File: config.mk
export PLATFORM = sky130hd
export DESIGN_NAME = lpcm_disc_frame_decoder_top
export DESIGN_NICKNAME = d
export VERILOG_FILES = /design/src/lfd_pkg.sv /design/src/lfd_frame_buf.sv /design/src/lpcm_disc_frame_decoder_top.sv
export SDC_FILE = /design/constraint.sdc
export NUM_CORES = 1
export LEC_CHECK = 0
export BUFFER_PORTS_ARGS = -buffer_cell sky130_fd_sc_hd__buf_2
export CORE_ASPECT_RATIO = 1.2
export CORE_MARGIN = 2
export CORE_UTILIZATION = 50
export DETAILED_ROUTE_END_ITERATION = 10
export PLACE_DENSITY_LB_ADDON = 0.3
export SLEW_MARGIN = 20
export SYNTH_ARGS = -nofsm -noshare
export SYNTH_HDL_FRONTEND = slang
export SYNTH_HIERARCHICAL = 1
export SYNTH_SLANG_ARGS = --single-unit
File: constraint.sdc
create_clock -name clock -period 8.2 [get_ports clock]
set_input_delay 0 -clock clock [delete_from_list [all_inputs] [get_ports clock]]
set_output_delay 0 -clock clock [all_outputs]
set_load 0.005 [all_outputs]
File: src/lfd_pkg.sv
// shared types, constants and decode tables for the lpcm disc frame decoder
// no dependencies
`timescale 1ns / 1ps

package lfd_pkg;

   localparam int MAX_SLOTS       = 8;
   localparam int SLOT_BITS       = $clog2(MAX_SLOTS);
   localparam int BYTE_COUNT_BITS = 16;
   localparam int USED_BITS       = 16;

   typedef logic [BYTE_COUNT_BITS-1:0] bcnt_type;
   typedef logic [SLOT_BITS-1:0]       slot_type;

   // layout codes that need a channel remap
   localparam logic [3:0] LAYOUT_5_1 = 4'd9;
   localparam logic [3:0] LAYOUT_7_0 = 4'd10;
   localparam logic [3:0] LAYOUT_7_1 = 4'd11;

   // rate codes
   localparam logic [3:0] RATE_CODE_48K  = 4'd1;
   localparam logic [3:0] RATE_CODE_96K  = 4'd4;
   localparam logic [3:0] RATE_CODE_192K = 4'd5;

   localparam logic [4:0] DEPTH_16 = 5'd16;
   localparam logic [4:0] DEPTH_24 = 5'd24;

   typedef enum logic [1:0] {
      KIND_SAMPLE  = 2'd0,
      KIND_INFO    = 2'd1,
      KIND_SUMMARY = 2'd2
   } kind_type;

   typedef enum logic [2:0] {
      ST_OK          = 3'd0,
      ST_BAD_DEPTH   = 3'd1,
      ST_RSV_RATE    = 3'd2,
      ST_RSV_LAYOUT  = 3'd3,
      ST_SHORT       = 3'd4
   } status_type;

   // frame buffer write port
   typedef struct packed {
      logic            en;
      slot_type        addr;
      logic [31:0]     data;
   } slot_wr_type;

   // one result word
   typedef struct packed {
      kind_type                kind;
      logic signed [31:0]      sample_value;
      logic [2:0]              output_slot;
      logic                    frame_last;
      logic [17:0]             sample_rate_hz;
      logic [3:0]              channel_count;
      logic [4:0]              sample_bits;
      logic [25:0]             stream_rate;
      status_type              status;
      logic [USED_BITS-1:0]    bytes_used;
      logic                    last;
   } rsp_type;

   function automatic logic [4:0] depth_of(input logic [1:0] code);
      logic [4:0] d;
      case (code)
         2'd0: d = 5'd0;
         2'd1: d = 5'd16;
         2'd2: d = 5'd20;
         2'd3: d = 5'd24;
         default: d = 5'd0;
      endcase
      return d;
   endfunction

   function automatic logic [17:0] rate_of(input logic [3:0] code);
      logic [17:0] r;
      case (code)
         RATE_CODE_48K:  r = 18'd48000;
         RATE_CODE_96K:  r = 18'd96000;
         RATE_CODE_192K: r = 18'd192000;
         default:        r = 18'd0;
      endcase
      return r;
   endfunction

   function automatic logic [3:0] chan_of(input logic [3:0] layout);
      logic [3:0] c;
      case (layout)
         4'd1:  c = 4'd1;
         4'd3:  c = 4'd2;
         4'd4:  c = 4'd3;
         4'd5:  c = 4'd3;
         4'd6:  c = 4'd4;
         4'd7:  c = 4'd4;
         4'd8:  c = 4'd5;
         4'd9:  c = 4'd6;
         4'd10: c = 4'd7;
         4'd11: c = 4'd8;
         default: c = 4'd0;
      endcase
      return c;
   endfunction

   // source channel index to output slot
   function automatic slot_type slot_of(input logic [3:0] layout, input slot_type idx);
      slot_type s;
      s = idx;
      if (layout == LAYOUT_5_1) begin
         case (idx)
            3'd3: s = 3'd4;
            3'd4: s = 3'd5;
            3'd5: s = 3'd3;
            default: s = idx;
         endcase
      end else if (layout == LAYOUT_7_0) begin
         case (idx)
            3'd3: s = 3'd5;
            3'd4: s = 3'd3;
            3'd5: s = 3'd4;
            default: s = idx;
         endcase
      end else if (layout == LAYOUT_7_1) begin
         case (idx)
            3'd3: s = 3'd6;
            3'd6: s = 3'd7;
            3'd7: s = 3'd3;
            default: s = idx;
         endcase
      end
      return s;
   endfunction

endpackage

File: src/lfd_frame_buf.sv
// one source frame of samples, held by output slot
// depends on lfd_pkg
`timescale 1ns / 1ps

module lfd_frame_buf
   import lfd_pkg::*;
(
   input  logic        clock,
   input  slot_wr_type wr,
   input  slot_type    rd_addr,
   output logic [31:0] rd_data
);

   logic [31:0] mem [MAX_SLOTS];
   logic [31:0] rd_data_ff;

   always_ff @(posedge clock) begin
      if (wr.en) begin
         mem[wr.addr] <= wr.data;
      end
      rd_data_ff <= mem[rd_addr];
   end

   assign rd_data = rd_data_ff;

endmodule

File: src/lpcm_disc_frame_decoder_top.sv
// lpcm disc frame decoder: one packet byte per word in, header info, samples
// and a packet summary out; depends on lfd_pkg and lfd_frame_buf
// flow: a byte that raises no result leaves the input ready for the next byte;
// the header byte adds the info state, a finished frame of n coded channels
// adds a frame buffer read, then a load of the output register, per slot,
// and packet end adds the summary state; a stalled output holds the sequencer
// and the input; an info or summary word is loaded into the output register
// from its pending state, a sample word after a buffer read and then a load
// reset (synchronous, active high) clears the control state; no clearing pass
`timescale 1ns / 1ps

module lpcm_disc_frame_decoder_top
   import lfd_pkg::*;
(
   input  logic                  clock,
   input  logic                  reset,
   // byte input
   input  logic                  req_valid,
   output logic                  req_ready,
   input  logic [7:0]            req_packet_byte,
   input  logic                  req_end_of_packet,
   // result output
   output logic                  rsp_valid,
   input  logic                  rsp_ready,
   output logic [1:0]            rsp_result_kind,
   output logic signed [31:0]    rsp_sample_value,
   output logic [2:0]            rsp_output_slot,
   output logic                  rsp_frame_last,
   output logic [17:0]           rsp_sample_rate_hz,
   output logic [3:0]            rsp_channel_count,
   output logic [4:0]            rsp_sample_bits,
   output logic [25:0]           rsp_stream_rate,
   output logic [2:0]            rsp_status,
   output logic [USED_BITS-1:0]  rsp_bytes_used,
   output logic                  rsp_last
);

   typedef enum logic [2:0] {
      S_IDLE,
      S_INFO,   // header info word pending
      S_FRD,    // frame buffer read issued
      S_FWR,    // read data ready, load sample word
      S_SUM     // packet summary word pending
   } state_type;

   // control
   state_type   state_ff;
   logic        rsp_valid_ff;
   rsp_type     rsp_ff;
   rsp_type     rsp_in;
   logic        pend_sum_ff;
   slot_type    rd_idx_ff;

   // per-packet and header state
   bcnt_type    byte_cnt_ff,  byte_cnt_in;
   logic [7:0]  hdr2_ff,      hdr2_in;
   logic        d24_ff,       d24_in;
   logic [3:0]  layout_ff,    layout_in;
   status_type  hstat_ff,     hstat_in;
   logic [23:0] asm_ff,       asm_in;
   logic [1:0]  bis_ff,       bis_in;
   slot_type    src_ff,       src_in;
   logic [USED_BITS-1:0] used_ff, used_in;

   // pending result payloads
   logic [17:0] info_rate_ff, info_rate_in;
   logic [3:0]  info_ch_ff,   info_ch_in;
   logic [4:0]  info_bits_ff, info_bits_in;
   logic [25:0] info_brate_ff, info_brate_in;
   status_type  sum_stat_ff,  sum_stat_in;
   logic [USED_BITS-1:0] sum_bytes_ff, sum_bytes_in;

   logic        acc;
   logic        out_free;
   logic        rsp_load;
   logic        go_info;
   logic        frame_done;
   slot_wr_type wr;
   logic [31:0] rd_data;

   // header decode
   logic [4:0]  dec_depth;
   logic [17:0] dec_rate;
   logic [3:0]  dec_layout;
   logic [3:0]  dec_ch;
   logic [3:0]  dec_even;
   status_type  dec_status;
   logic [22:0] dec_rate_d;
   logic [25:0] dec_brate;

   // sample path
   logic [3:0]  coded_ch;
   logic [3:0]  src_ch;
   logic [4:0]  fsize;
   logic [1:0]  bps;
   logic [1:0]  bis_nxt;
   logic [23:0] asm_nxt;
   logic [31:0] sample_v;
   logic [3:0]  src_nxt;
   status_type  st_now;

   assign acc       = req_valid && req_ready;
   assign out_free  = !rsp_valid_ff || rsp_ready;
   assign req_ready = (state_ff == S_IDLE);
   // output register loads, once the output is free, in any state that has a word pending
   assign rsp_load  = out_free &&
                      (state_ff == S_INFO || state_ff == S_FWR || state_ff == S_SUM);

   // coded and even-rounded source channels of the current layout
   assign coded_ch = chan_of(layout_ff);
   assign src_ch   = (coded_ch + 4'd1) & 4'b1110;
   assign bps      = d24_ff ? 2'd3 : 2'd2;
   // frame size in bytes: source channels times 2 or 3
   assign fsize    = d24_ff ? ({1'b0, src_ch} + {src_ch, 1'b0}) : {src_ch, 1'b0};

   // header fields, valid on the fourth byte
   assign dec_depth  = depth_of(req_packet_byte[7:6]);
   assign dec_rate   = rate_of(hdr2_ff[3:0]);
   assign dec_layout = hdr2_ff[7:4];
   assign dec_ch     = chan_of(dec_layout);
   assign dec_even   = (dec_ch + 4'd1) & 4'b1110;

   always_comb begin
      if (dec_depth != DEPTH_16 && dec_depth != DEPTH_24) begin
         dec_status = ST_BAD_DEPTH;
      end else if (dec_rate == 18'd0) begin
         dec_status = ST_RSV_RATE;
      end else if (dec_ch == 4'd0) begin
         dec_status = ST_RSV_LAYOUT;
      end else begin
         dec_status = ST_OK;
      end
   end

   // rate times depth by shift and add, then one small multiply
   assign dec_rate_d = (dec_depth == DEPTH_24)
                     ? ({1'b0, dec_rate, 4'b0} + {2'b0, dec_rate, 3'b0})
                     : {1'b0, dec_rate, 4'b0};
   assign dec_brate  = {3'b0, dec_rate_d} * {22'b0, dec_even};

   // sample assembly, big-endian
   assign asm_nxt = {asm_ff[15:0], req_packet_byte};
   assign bis_nxt = bis_ff + 2'd1;
   assign src_nxt = {1'b0, src_ff} + 4'd1;
   assign sample_v = d24_ff ? {asm_nxt, 8'h00}
                            : {{16{asm_nxt[15]}}, asm_nxt[15:0]};

   always_comb begin
      byte_cnt_in   = byte_cnt_ff;
      hdr2_in       = hdr2_ff;
      d24_in        = d24_ff;
      layout_in     = layout_ff;
      hstat_in      = hstat_ff;
      asm_in        = asm_ff;
      bis_in        = bis_ff;
      src_in        = src_ff;
      used_in       = used_ff;
      info_rate_in  = info_rate_ff;
      info_ch_in    = info_ch_ff;
      info_bits_in  = info_bits_ff;
      info_brate_in = info_brate_ff;
      sum_stat_in   = sum_stat_ff;
      sum_bytes_in  = sum_bytes_ff;
      go_info       = 1'b0;
      frame_done    = 1'b0;
      wr            = '0;
      st_now        = hstat_ff;

      if (acc) begin
         if (byte_cnt_ff < bcnt_type'(4)) begin
            if (byte_cnt_ff == bcnt_type'(2)) begin
               hdr2_in = req_packet_byte;
            end
            if (byte_cnt_ff == bcnt_type'(3)) begin
               go_info       = 1'b1;
               d24_in        = (dec_depth == DEPTH_24);
               layout_in     = dec_layout;
               hstat_in      = dec_status;
               st_now        = dec_status;
               used_in       = USED_BITS'(4);
               info_rate_in  = dec_rate;
               info_ch_in    = dec_ch;
               info_bits_in  = dec_depth;
               info_brate_in = (dec_status == ST_OK) ? dec_brate : 26'd0;
            end
         end else if (hstat_ff == ST_OK) begin
            // bad header: sample bytes are dropped until packet end
            asm_in = asm_nxt;
            bis_in = bis_nxt;
            if (bis_nxt >= bps) begin
               bis_in = 2'd0;
               if ({1'b0, src_ff} < coded_ch) begin
                  wr.en   = 1'b1;
                  wr.addr = slot_of(layout_ff, src_ff);
                  wr.data = sample_v;
               end
               src_in = src_nxt[SLOT_BITS-1:0];
               if (src_nxt >= src_ch) begin
                  frame_done = 1'b1;
                  src_in     = '0;
                  used_in    = used_ff + USED_BITS'(fsize);
               end
            end
         end

         // saturating byte position
         if (byte_cnt_ff != '1) begin
            byte_cnt_in = byte_cnt_ff + bcnt_type'(1);
         end

         if (req_end_of_packet) begin
            sum_stat_in  = (byte_cnt_ff < bcnt_type'(3)) ? ST_SHORT : st_now;
            sum_bytes_in = (sum_stat_in == ST_OK) ? used_in : '0;
            byte_cnt_in  = '0;
            bis_in       = 2'd0;
            src_in       = '0;
         end
      end
   end

   always_ff @(posedge clock) begin
      if (reset) begin
         byte_cnt_ff <= '0;
         d24_ff      <= 1'b0;
         layout_ff   <= 4'd0;
         hstat_ff    <= ST_OK;
         asm_ff      <= 24'd0;
         bis_ff      <= 2'd0;
         src_ff      <= '0;
         used_ff     <= '0;
      end else begin
         byte_cnt_ff <= byte_cnt_in;
         d24_ff      <= d24_in;
         layout_ff   <= layout_in;
         hstat_ff    <= hstat_in;
         asm_ff      <= asm_in;
         bis_ff      <= bis_in;
         src_ff      <= src_in;
         used_ff     <= used_in;
      end
   end

   // payload registers, no reset needed
   always_ff @(posedge clock) begin
      hdr2_ff       <= hdr2_in;
      info_rate_ff  <= info_rate_in;
      info_ch_ff    <= info_ch_in;
      info_bits_ff  <= info_bits_in;
      info_brate_ff <= info_brate_in;
      sum_stat_ff   <= sum_stat_in;
      sum_bytes_ff  <= sum_bytes_in;
   end

   // frame buffer: written on the byte that closes a sample, read back slot
   // by slot once the frame is complete
   lfd_frame_buf u_frame_buf (
      .clock   (clock),
      .wr      (wr),
      .rd_addr (rd_idx_ff),
      .rd_data (rd_data)
   );

   // next result word, chosen by the state that is about to load it
   always_comb begin
      rsp_in = '0;
      case (state_ff)
         S_INFO: begin
            rsp_in.kind           = KIND_INFO;
            rsp_in.sample_rate_hz = info_rate_ff;
            rsp_in.channel_count  = info_ch_ff;
            rsp_in.sample_bits    = info_bits_ff;
            rsp_in.stream_rate    = info_brate_ff;
            rsp_in.status         = hstat_ff;
         end
         S_FWR: begin
            rsp_in.kind         = KIND_SAMPLE;
            rsp_in.sample_value = rd_data;
            rsp_in.output_slot  = 3'(rd_idx_ff);
            rsp_in.frame_last   = (({1'b0, rd_idx_ff} + 4'd1) == coded_ch);
         end
         S_SUM: begin
            rsp_in.kind       = KIND_SUMMARY;
            rsp_in.status     = sum_stat_ff;
            rsp_in.bytes_used = sum_bytes_ff;
            rsp_in.last       = 1'b1;
         end
         default: begin
            rsp_in = '0;
         end
      endcase
   end

   // sequencer and output register
   always_ff @(posedge clock) begin
      if (reset) begin
         state_ff     <= S_IDLE;
         rsp_valid_ff <= 1'b0;
         pend_sum_ff  <= 1'b0;
         rd_idx_ff    <= '0;
      end else begin
         if (rsp_load) begin
            rsp_ff       <= rsp_in;
            rsp_valid_ff <= 1'b1;
         end else if (rsp_ready) begin
            rsp_valid_ff <= 1'b0;
         end
         case (state_ff)
            S_IDLE: begin
               if (acc) begin
                  pend_sum_ff <= req_end_of_packet;
                  rd_idx_ff   <= '0;
                  if (go_info) begin
                     state_ff <= S_INFO;
                  end else if (frame_done) begin
                     state_ff <= S_FRD;
                  end else if (req_end_of_packet) begin
                     state_ff <= S_SUM;
                  end
               end
            end
            S_INFO: begin
               if (out_free) begin
                  state_ff <= pend_sum_ff ? S_SUM : S_IDLE;
               end
            end
            S_FRD: begin
               state_ff <= S_FWR;
            end
            S_FWR: begin
               if (out_free) begin
                  if (rsp_in.frame_last) begin
                     state_ff <= pend_sum_ff ? S_SUM : S_IDLE;
                  end else begin
                     rd_idx_ff <= rd_idx_ff + slot_type'(1);
                     state_ff  <= S_FRD;
                  end
               end
            end
            S_SUM: begin
               if (out_free) begin
                  pend_sum_ff  <= 1'b0;
                  state_ff     <= S_IDLE;
               end
            end
            default: begin
               state_ff <= S_IDLE;
            end
         endcase
      end
   end

   assign rsp_valid          = rsp_valid_ff;
   assign rsp_result_kind    = rsp_ff.kind;
   assign rsp_sample_value   = rsp_ff.sample_value;
   assign rsp_output_slot    = rsp_ff.output_slot;
   assign rsp_frame_last     = rsp_ff.frame_last;
   assign rsp_sample_rate_hz = rsp_ff.sample_rate_hz;
   assign rsp_channel_count  = rsp_ff.channel_count;
   assign rsp_sample_bits    = rsp_ff.sample_bits;
   assign rsp_stream_rate    = rsp_ff.stream_rate;
   assign rsp_status         = rsp_ff.status;
   assign rsp_bytes_used     = rsp_ff.bytes_used;
   assign rsp_last           = rsp_ff.last;

   // frame readback never runs past the coded channels
   a_rd_in_range: assert property (@(posedge clock) disable iff (reset)
      (state_ff == S_FRD || state_ff == S_FWR) |-> ({1'b0, rd_idx_ff} < coded_ch))
      else $error("frame readback index beyond coded channels");

   // a sample load in the readback state always shows up at the output
   a_sample_loaded: assert property (@(posedge clock) disable iff (reset)
      (state_ff == S_FWR && out_free) |=>
         (rsp_valid_ff && rsp_ff.kind == KIND_SAMPLE))
      else $error("sample word not loaded");

   // only the packet summary closes a packet
   a_last_on_summary: assert property (@(posedge clock) disable iff (reset)
      (rsp_valid_ff && rsp_ff.last) |-> (rsp_ff.kind == KIND_SUMMARY))
      else $error("last flag on a non-summary word");

   // a failed packet reports no consumed bytes
   a_err_no_bytes: assert property (@(posedge clock) disable iff (reset)
      (rsp_valid_ff && rsp_ff.kind == KIND_SUMMARY && rsp_ff.status != ST_OK)
         |-> (rsp_ff.bytes_used == '0))
      else $error("bytes reported on a failed packet");

endmodule
==> impl_metrics.json <==
{
  "p_switching_w": 0.001005,
  "max-vdd-ir-drop_mv": 0.1479,
  "slew_viol_final": 0,
  "die_y_um": 234.7,
  "power.density_mw_per_mm2": 201.6,
  "yosys_warnings": 6,
  "p_leak_nw": 8.675,
  "rr_startpoint": "hdr2_ff[1]",
  "place.gp.congestion": 0.8130,
  "synth-seq-area-share_pct": 63.89,
  "final-setup-viol-count": 0,
  "pwr-share-seq_pct": 55.6,
  "placed_area_mm2": 0.02307,
  "grt_pass1_wl_mm": 69.55,
  "dp_hpwl_mm": 27.39,
  "die-width_um": 196.2,
  "ios": 126,
  "first_pass_iters": 5,
  "clock-sinks": 508,
  "n_antenna_cell": 0,
  "synth_cell_types": 82,
  "syn_inst": 1575,
  "yosysTopAreaCellShare_pct": 54.04,
  "skew_ns": 0.02058,
  "grt_pass1_vias": 12600,
  "finalSetupTns_ns": 0,
  "post_drt_wl_per_cell_um": 19.63,
  "num_vias": 12900,
  "startpoint_type": "flop",
  "drt-initial-drc-count": 1081,
  "netlist_area_mm2": 0.02217,
  "power_w": 0.004979,
  "fin_crit_ns": 5.577,
  "yosysTopAreaCell": "edfxtp_1",
  "worst_slack_ns": 2.623,
  "cp.arrival_ns": 5.88,
  "root_buffer": "clkbuf_16",
  "nFillCells": 3481,
  "synth.area.top_cells": "edfxtp_1, dfxtp_1, mux4_1",
  "dpl_worst_slack_ns": 2.695,
  "post_drt_via_cell_ratio": 5.680,
  "drive_above_1_share_pct": 18.05,
  "status": "finished clean",
  "fin_area_mm2": 0.02470,
  "cts_buffers": 47,
  "die_area_mm2": 0.04605,
  "max_freq_ghz": 0.1793,
  "core_area_mm2": 0.04383,
  "num-nets-final": 1746,
  "std_cell_rows": 84,
  "ctsHtreeMaxLevel": 2,
  "worstSetupEndpointType": "flop",
  "grt_usage_pct": 19.33,
  "cp.required_ns": 8.51,
  "grt_max_degree": 58,
  "fin_crit_sh_pct": 68.01,
  "hp-class": "primary input to flop",
  "multi_input_area_mm2": 0.007322,
  "final-hold-violation-count": 0,
  "worst_slew_pin_slew_ns": 1.054,
  "timing.hold.ws_ns": 0.06480,
  "async_flop_share_pct": 0,
  "hp-start": "reset",
  "postSynthAreaPerCell_um2": 14.08,
  "clkTransAtPathRegs_ns": 0.07,
  "detail-route-antenna-nets": 0,
  "grt.overflow.total": 0,
  "critPathKind": "flop to flop",
  "power.share.clock_pct": 42.6,
  "drc": 0,
  "synth_ff_type": "edfxtp_1",
  "rsz0062_at_grt": "no",
  "worstSetupStartpoint": "hdr2_ff[1]",
  "worstSkewPairLatency_ns": 0.58,
  "combPwrFrac_pct": 1.8,
  "grt_antenna_before_repair": 1,
  "start_util_pct": 50.59,
  "regArea_mm2": 0.01417,
  "synth-edff-count": 399,
  "ys_ff_latch": 508,
  "finalWirelength_mm": 44.58,
  "area_delta_synth_final_pct": 11.41,
  "cts_tree": "yes",
  "cts.path.max_buffers": 3,
  "worst-path-max-fanout": 13,
  "port_buffers": 105,
  "slew_headroom_pct": 29.34,
  "drv_cap": 0,
  "p_int_w": 0.003975,
  "swShare_pct": 20.18
}
## metrics by stage
stage / util (%) / instances
4_1_cts: 56.34 / 2271
3_5_place_dp: 52.63 / 2172
3_3_place_gp: 52.61 / 2172
6_report: 56.36 / 2271
2_1_floorplan: - / 1594
5_1_grt: 56.36 / 2271
## cells by family (layout without fill, tap and decap cells)
kind of cell               after synthesis  after routing  synth area share, %
DFF                                    508            508                63.89
and+or+nand+nor                        485            485                11.47
AOI/OAI and AO/OA                      206            206                5.807
buffers and inverters                  161            279                3.668
muxes                                  122            122                10.02
adders and majority gates               60             60                3.860
xor gates and xnor gates                32             32                1.264
other                                    1             20              0.01691
## state kept, by name, indices dropped and copies added, names as in the netlist, 15 cells and up
register,cells
used_ff,16
byte_cnt_ff,16
rsp_sample_value,32
rsp_bytes_used,16
u_frame_buf/mem,256
u_frame_buf/rd_data,32
sum_bytes_ff,16
info_brate_ff,15
asm_ff,16
rsp_stream_rate,15
## per-layer routing
metal  part of all wire, %  vias up  GRT usage (%)
li1                      -     6035              -
met1                    43     6484          25.86
met2                    50      323          33.35
met3                   4.8       58          2.541
met4                   2.1        0          5.280
met5                     0        -              0
## cells in the final DEF, fill, tap and decap left out, types with 7 or more instances in the layout
cell	instances
edfxtp_1	399
nand2_1	144
dfxtp_1	106
buf_2	105
a21oi_1	90
nor2_1	73
and2_1	68
inv_1	55
and3_1	49
clkbuf_16	47
ha_1	46
mux2_2	40
mux4_1	40
nand3_1	34
o21ai_0	31
mux4_2	24
xor2_1	22
conb_1	20
buf_4	20
mux2i_1	18
or3_1	16
fa_1	14
a31oi_1	12
nor3_1	12
clkbuf_1	12
nand2b_1	11
nor2b_1	11
dlygate4sd3_1	11
xnor2_1	10
nand4_1	9
clkbuf_8	9
a211oi_1	8
clkinv_2	8
nor2_2	7
## area by class of cell
cell class / instances / area share, %
Multi-Input combinational cell: 925 / 29.64
Timing Repair Buffer: 136 / 3.181
Sequential cell: 508 / 57.37
Inverter: 55 / 0.8358
Clock buffer: 68 / 5.446
Tap cell: 559 / 2.832
Clock inverter: 20 / 0.6940
## power groups by stage
stage                     clock (W)  sequential, W  combinational, W
after floorplan                   0        0.00283         0.0000520
after global placement            0        0.00282         0.0000823
after detailed placement          0        0.00283         0.0000839
after CTS                   0.00217        0.00277         0.0000885
after global routing        0.00226        0.00277         0.0000963
final                       0.00212        0.00277         0.0000873
## cells in the mapped netlist, types with 16 or more instances
cell type  instances
a21oi_1           90
nor2_1            79
buf_4             28
ha_1              46
mux4_1            40
inv_1             55
nand2_1          144
mux4_2            24
and2_1            68
or3_1             16
edfxtp_1         399
mux2_2            40
and3_1            49
dfxtp_1          109
mux2i_1           18
o21ai_0           31
nor3_1            16
nand3_1           34
xor2_1            22
clkbuf_1          45
## critical path, cell delays in order (launching register included)
cell and delay [ns]:
edfxtp_1 0.41, nor3b_1 0.66, nand2_1 0.27, ha_1 0.42, nand2_1 0.14, nand2_1 0.09, ha_1 0.39, a31oi_1 0.17
nor2_1 0.05, a31oi_1 0.18, xor2_1 0.08, o21ai_0 0.30, nand2_1 0.13, fa_1 0.55, inv_1 0.04, ha_1 0.35
a21oi_1 0.24, o21ai_0 0.15, or3_1 0.31, o21ai_0 0.19, xnor2_1 0.14, nor2_1 0.05
## path summary, 6_finish.rpt
path	to	slack [ns]	cells past startpoint
min	used_ff[1]	0.06	3
max reg2reg	info_brate_ff[25]	2.62	21
max	info_brate_ff[25]	2.62	21
min reg2reg	asm_ff[11]	0.46	2
## timing repair
item                      CTS  global route
buffers inserted            0             0
hold endpoints to repair   41             0
hold buffers               11             0
gates resized for setup     0             0
Note: power is estimated with default switching activity, not from simulation.
